<file path="src/sv/depth_preferred_transposition_table_core_defines.svh">
// Assertion macros for the transposition table core.
// Included by RTL files that carry concurrent checks; depends on nothing.
`ifndef DEPTH_PREFERRED_TRANSPOSITION_TABLE_CORE_DEFINES_SVH
`define DEPTH_PREFERRED_TRANSPOSITION_TABLE_CORE_DEFINES_SVH

// Same-cycle implication, disabled during reset.
`define DPTT_ASSERT_IMP(label, clk, rst_n, ante, cons) \
    label: assert property (@(posedge clk) disable iff (!(rst_n)) (ante) |-> (cons)) \
        else $error("dptt check failed");

// Next-cycle implication, disabled during reset.
`define DPTT_ASSERT_NXT(label, clk, rst_n, ante, cons) \
    label: assert property (@(posedge clk) disable iff (!(rst_n)) (ante) |=> (cons)) \
        else $error("dptt check failed");

`endif

</file>
<file path="src/sv/dptt_pkg.sv">
// Types and constants shared by the transposition table core.
// Depends on nothing.
`default_nettype none

package dptt_pkg;

    localparam logic [1:0] FN_LOOKUP = 2'd0;
    localparam logic [1:0] FN_UPDATE = 2'd1;
    localparam logic [1:0] FN_CLEAR  = 2'd2;

    localparam logic [28:0] HASH_MUL = 29'h1A85EC53;
    localparam int          HASH_SHIFT = 27;
    localparam int          SUM_W = 47;   // hash bits above 46 never reach the index
    localparam int          IDX_LSB = 23;

    localparam logic signed [31:0] SCORE_MAX_W = 32'sd8388607;
    localparam logic signed [31:0] SCORE_MIN_W = -32'sd8388608;
    localparam logic signed [23:0] SCORE_MAX   = 24'sh7FFFFF;
    localparam logic signed [23:0] SCORE_MIN   = 24'sh800000;
    localparam logic [23:0]        SCORE_BIAS  = 24'h800000;

    typedef struct packed {
        logic [1:0]         func;
        logic [63:0]        key;
        logic [7:0]         depth;
        logic signed [31:0] score;
        logic               suppress_write;
    } t_in_item;

    typedef struct packed {
        logic               hit;
        logic signed [23:0] score_out;
        logic               written;
    } t_out_item;

    typedef struct packed {
        logic rd_en;
        logic wr_en;
    } t_mem_ctl;

    typedef enum logic [2:0] {
        ST_CLEAR,
        ST_IDLE,
        ST_SUM,
        ST_READ,
        ST_RMW
    } t_state;

endpackage

`default_nettype wire

</file>
<file path="src/sv/dptt_hash.sv">
// Slot index and tag generator: split multiply, then registered sum.
// Depends on dptt_pkg.
`default_nettype none

module dptt_hash
    import dptt_pkg::*;
#(
    parameter int INDEX_BITS = 16
) (
    input  wire logic                  i_clk,
    input  wire logic                  i_load,
    input  wire logic [63:0]           i_key,
    output logic      [INDEX_BITS-1:0] o_index,
    output logic      [31:0]           o_tag
);

    logic [SUM_W-1:0]      x;
    logic [52:0]           r_p0;
    logic [51:0]           r_p1;
    logic [SUM_W-1:0]      r_key;
    logic [31:0]           r_tag;
    logic [SUM_W-1:0]      sum;
    logic [INDEX_BITS-1:0] r_index;

    assign x = i_key[SUM_W-1:0] ^ {{(SUM_W-(64-HASH_SHIFT)){1'b0}}, i_key[63:HASH_SHIFT]};

    // Two partial products, each under 32 bits wide on the operand side.
    always_ff @(posedge i_clk) begin
        if (i_load) begin
            r_p0  <= {29'd0, x[23:0]} * {24'd0, HASH_MUL};
            r_p1  <= {29'd0, x[SUM_W-1:24]} * {23'd0, HASH_MUL};
            r_key <= i_key[SUM_W-1:0];
            r_tag <= i_key[31:0] + i_key[63:32];
        end
    end

    assign sum = r_p0[SUM_W-1:0] + {r_p1[SUM_W-25:0], 24'd0} + r_key;

    always_ff @(posedge i_clk) begin
        r_index <= sum[IDX_LSB +: INDEX_BITS];
    end

    assign o_index = r_index;
    assign o_tag   = r_tag;

endmodule

`default_nettype wire

</file>
<file path="config.mk">
export PLATFORM = sky130hd
export DESIGN_NAME = dptt_hash
export DESIGN_NICKNAME = d
export VERILOG_FILES = /design/src/sv/depth_preferred_transposition_table_core_defines.svh /design/src/sv/dptt_pkg.sv /design/src/sv/dptt_hash.sv
export SDC_FILE = /design/constraint.sdc
export NUM_CORES = 1
export LEC_CHECK = 0
export ABC_AREA = 1
export BUFFER_PORTS_ARGS = -buffer_cell sky130_fd_sc_hd__buf_2
export CAP_MARGIN = 40
export CORE_UTILIZATION = 45
export DETAILED_ROUTE_END_ITERATION = 8
export MAX_ROUTING_LAYER = met4
export SYNTH_ARGS = -nofsm -noshare
export SYNTH_HDL_FRONTEND = slang
export SYNTH_SLANG_ARGS = --single-unit
</file>
<file path="constraint.sdc">
create_clock -name i_clk -period 6.2 [get_ports i_clk]
set_input_delay 1.24 -clock i_clk [delete_from_list [all_inputs] [get_ports i_clk]]
set_output_delay 1.24 -clock i_clk [all_outputs]
set_load 0.02 [all_outputs]
</file>
==> impl_metrics.ini, run 1 <==
[routing]
drt-total-wl_mm = 73.9
drc_errors = 1
post_drt_wl_per_cell_um = 20.8
via_count = 18100
drt_iter0_drc = 1073
firstDrtPassIters = 7
ant_nets = 0
viasPerCell = 5.11

[sta]
final.setup_skew_ps = 22.9
period_share_pct = 102
whs_ps = 847
setup_ws_ps = -151
rsz0062_at_grt = true
max_slew.worst_pin.slew_ps = 587
max_slew_margin_pct = 60.9
finalMaxSlewViolations = 0
finalCriticalPeriod_ps = 6350
report.final.setup_viol = 16
finalHoldViolations = 0
clock.fmax_mhz = 157

[global_routing]
grt_use_total_pct = 32.2
antenna_found_initial = 5
overflow = 0
grt_pass1_wl_mm = 109
grt_pass1_vias = 18700
grt_start_max_net_pins = 92

[final_layout]
fillerInstances = 4270
final_common_cell = inv_1
final_area_um2 = 27200
layout_common_cells = inv_1 (515), nand2_1 (438), ha_1 (327)
regArea_um2 = 4070
drive_gt1_share_pct = 24.5
nets = 3588
multi_input_area_um2 = 16700
area_delta_synth_final_pct = 27.3

[clock_network]
tritoncts = built
cts_buffers = 17
cts.clk_slew.worst_paths_ps = 80
clkLatencyLatePin_ps = 490
clock_path_buffers = 2
cts-root-buf = clkbuf_16
cts.sinks = 141
htree_num_levels = 4

[critical_path]
arrival_ps = 6580
worstPathMaxFanout = 4
critPathKind = input pin to flop
endpoint_kind = flop
required_ps = 6430
crit_path_start_kind = input pin

[die]
ioPinCount = 114
core_um2 = 46800
rows = 79
initial_core_util_pct = 45.7
die_w_um = 220
die-area_um2 = 48400
fp.dieH_um = 220

[place]
place.gp.congestion = 1.05
dpl_cell_area_um2 = 25200
detailed_place_hpwl_mm = 65.3
port_buffers = 113

[status]
violations = design-rule violations, negative setup slack
status = finished with violations

[synth]
yosysTopAreaCellShare_pct = 22.7
synth_area_um2 = 21400
syn_avg_cell_area_um2 = 8.58
synth_cells = 2493
yosys-top-cells-area = fa_1 (23%), ha_1 (21%), edfxtp_1 (18%)
mappedNetlistNets = 3160
ys_warn_count = 0
ys_seq_area_share_pct = 19.0
ys_ff_latch = 141
synth_top_area_cell = fa_1
synth_cell_types = 42

[hold_path]
hp-class = flop to flop

[run]
maxCapViolCount = 0
## area by class of cell
| type | instances | area share, % |
|---|---|---|
| antenna | 5 | 0.0460 |
| inverter | 558 | 7.70 |
| multi-input combinational | 1794 | 61.3 |
| tap | 607 | 2.79 |
| clock inverter | 14 | 0.478 |
| timing repair buffer | 409 | 11.1 |
| sequential | 141 | 15.0 |
| clock buffer | 18 | 1.61 |
## worst max-delay path, cell delays in order
cell,delay [ps]
buf_8,110
xor2_4,210
fa_2,580
inv_2,50
fa_2,550
fa_1,440
fa_1,560
inv_2,40
fa_2,360
fa_1,560
inv_2,40
fa_1,520
inv_2,50
ha_4,270
buf_6,120
a21oi_4,190
o21ai_4,100
inv_2,70
o21bai_1,70
nand3b_1,230
xor2_2,200
## what timing repair did
item,in CTS,in global routing
resized for setup,158,144
endpoints found under the hold margin,0,0
hold buffers,0,0
endpoints found under the setup margin,24,27
setup buffers,23,17
pin swaps,60,101
## final timing paths
path / startpoint / endpoint / slack (ps) / cells after the start
setup / recovery: i_key[5] / r_p0[25] / -150 / 21
hold / removal: r_p1[13] / o_index[15] / 850 / 5
setup reg to reg: r_p0[35] / o_index[15] / 3400 / 9
hold reg to reg: r_p1[13] / o_index[15] / 850 / 5
## cells by family (layout without fill, tap and decap cells)
| logic type | Yosys count | count (layout) | share of synthesized area, % |
|---|---|---|---|
| other | 0 | 5 | 0 |
| adder cells (fa/ha/maj) | 601 | 601 | 43.7 |
| flip-flops | 141 | 141 | 19.0 |
| buffers and inverters | 558 | 999 | 9.79 |
| AND/OR/NAND/NOR | 837 | 837 | 16.5 |
| AO/OA/AOI/OAI | 245 | 245 | 6.43 |
| XOR/XNOR | 111 | 111 | 4.55 |
## synth_stat cells, drive strengths merged
| cell type | n |
|---|---|
| a21boi | 6 |
| edfxtp | 125 |
| and2 | 3 |
| a31o | 2 |
| xor2 | 76 |
| nor2 | 177 |
| o311ai | 1 |
| nor3 | 19 |
| a31oi | 6 |
| xnor2 | 35 |
| nor4 | 3 |
| or2 | 6 |
| and3 | 2 |
| a21o | 11 |
| ha | 358 |
| nand4 | 31 |
| o21ai | 67 |
| o2111ai | 1 |
| a21oi | 122 |
| nand3 | 96 |
| nand3b | 10 |
| o21a | 4 |
| fa | 243 |
| nand2 | 490 |
| o211ai | 3 |
| inv | 558 |
| o21bai | 22 |
| dfxtp | 16 |
## registers in the layout, indices dropped and copies added, names as in the netlist
name     flops
o_tag       32
r_p0        39
r_key       39
r_p1        15
o_index     16
## through the flow
stage	instances	setup TNS (ps)	util (%)	setup slack, ps
floorplan	2493	-1240	-	-148
global placement	3474	-19340	53.9	-1100
detailed placement	3474	-19710	53.9	-1140
CTS	3526	-1700	56.9	-196
global route	3546	-4260	58.2	-324
finish	3546	-1370	58.2	-151
## routing by layer
metal / track usage, % / vias to the layer above / part of all wire [%]
met3: 6.42 / 127 / 5.7
met2: 50.3 / 490 / 46
met5: - / - / 0
met1: 41.4 / 8690 / 45
met4: 11.9 / 0 / 3.9
li1: - / 8797 / -
Power of run 1 is not shown: default switching activity piles up to over one toggle a cycle in this logic, so the estimate is an artifact.
==> run 2, diff against run 1 <==
PLACE_DENSITY = 0.64   (was not set)
==> run 2 against run 1 <==
The run still ends with design-rule violations, negative setup slack left. Hold slack better by 15 ps. Wire length is 1.7% lower. Die area stayed put. Fmax is 0.73% lower. Critical path depth is 2 higher. Sequential cell count stayed put. Design area is 0.24% lower. Clock skew is 8.9 ps lower. Utilization is 0.14 points lower. Critical path type unchanged.
==> impl_metrics.ini, run 2 (synthesis gave the netlist of run 1 again) <==
[routing]
ant_nets = 0
post_drt_wl_per_cell_um = 20.5
firstDrtPassIters = 8
drt-total-wl_mm = 72.6
drc_errors = 4
via_count = 18300
drt_iter0_drc = 1299
viasPerCell = 5.16

[global_routing]
antenna_found_initial = 2
grt_pass1_wl_mm = 109
overflow = 0
grt_start_max_net_pins = 64
grt_use_total_pct = 32.0
grt_pass1_vias = 19000

[clock_network]
clkLatencyLatePin_ps = 450
cts_buffers = 17
cts-root-buf = clkbuf_16
clock_path_buffers = 2
cts.sinks = 141
htree_num_levels = 4
cts.clk_slew.worst_paths_ps = 60
tritoncts = built

[place]
detailed_place_hpwl_mm = 64.5
placed_cells = 3483
place.gp.congestion = 1.04
port_buffers = 113

[sta]
setup_ws_ps = -197
finalHoldViolations = 0
period_share_pct = 103
whs_ps = 862
report.final.setup_viol = 19
max_slew_margin_pct = 44.8
clock.fmax_mhz = 156
finalCriticalPeriod_ps = 6400
max_slew.worst_pin.slew_ps = 828
finalMaxSlewViolations = 0
final.setup_skew_ps = 14.0
rsz0062_at_grt = true

[critical_path]
crit_path_start_kind = input pin
arrival_ps = 6580
critPathKind = input pin to flop
required_ps = 6380
r2r_cells = 9
endpoint_kind = flop
worstPathMaxFanout = 4

[final_layout]
area_delta_synth_final_pct = 27.0
final_cells = 3540
layout_common_cells = inv_1 (525), nand2_1 (440), ha_1 (326)
final_common_cell = inv_1
drive_gt1_share_pct = 23.9
nets = 3586

[hold_path]
hold_depth = 5
hp-class = flop to flop

[die]
ioPinCount = 114
die_w_um = 220
die-area_um2 = 48400
core_um2 = 46800
initial_core_util_pct = 45.7
fp.dieH_um = 220
rows = 79

[status]
violations = design-rule violations, negative setup slack
status = finished with violations

[run]
maxCapViolCount = 0
[run 2: changes by cell type in the layout (fill, tap and decap cells not counted), sizes merged]
cell	previous run	this run
clkinvlp	4	2
clkbuf	19	18
diode	5	1
clkinv	5	6
buf	408	406
inv	563	565
[run 2: routing by layer]
metal	GRT usage (%)	wire length [um]
met1	42.3	32700
met2	51.3	33700
met3	6.74	4980
met4	4.92	1210
met5	-	0
[run 2: worst paths after layout]
| kind | start | endpoint | slack (ps) |
|---|---|---|---|
| hold / removal | r_key[38] | o_index[15] | 860 |
| setup / recovery | i_key[40] | r_p0[30] | -200 |
| setup reg to reg | r_p0[37] | o_index[15] | 3520 |
| hold reg to reg | r_key[38] | o_index[15] | 860 |
[run 2: timing repair]
| item | CTS | global route |
|---|---|---|
| gates resized for setup | 136 | 150 |
| setup buffers | 11 | 22 |
| hold buffers | 0 | 0 |
| setup endpoints to repair | 23 | 25 |
| pin swaps | 63 | 82 |
[run 2: final cells by class]
| cell class | count | area (um2) |
|---|---|---|
| fill | 4206 | 19600 |
| multi-input combinational | 1794 | 16700 |
| sequential | 141 | 4070 |
| timing repair buffer | 407 | 3000 |
| inverter | 558 | 2100 |
| tap | 607 | 759 |
| clock buffer | 17 | 425 |
| clock inverter | 15 | 130 |
| antenna | 1 | 2.50 |
[run 2: critical path, stage by stage]
cell and delay, ps:
buf_8 110, xnor2_4 200, inv_2 70, fa_1 590, inv_2 50, fa_1 530
inv_1 50, fa_1 490, fa_1 450, fa_1 510, fa_1 520, inv_1 50
fa_1 530, inv_2 60, ha_4 310, nand2_4 60, nor2_4 150, nand2_4 80
buf_4 130, nor2_1 70, nand2_1 100, nand4_1 110, nand2_2 100
[run 2: per-stage QoR]
| step | cell area, um2 | utilization [%] | setup WS [ps] | TNS, ps |
|---|---|---|---|---|
| floorplan | 21900 | - | -148 | -1240 |
| global placement | 25300 | 54.1 | -924 | -19550 |
| detailed placement | 25300 | 54.1 | -981 | -20460 |
| CTS | 26500 | 56.7 | -193 | -1500 |
| global route | 27200 | 58.1 | -336 | -4930 |
| finish | 27200 | 58.1 | -197 | -1760 |
Power of run 2 is left out for the same reason.
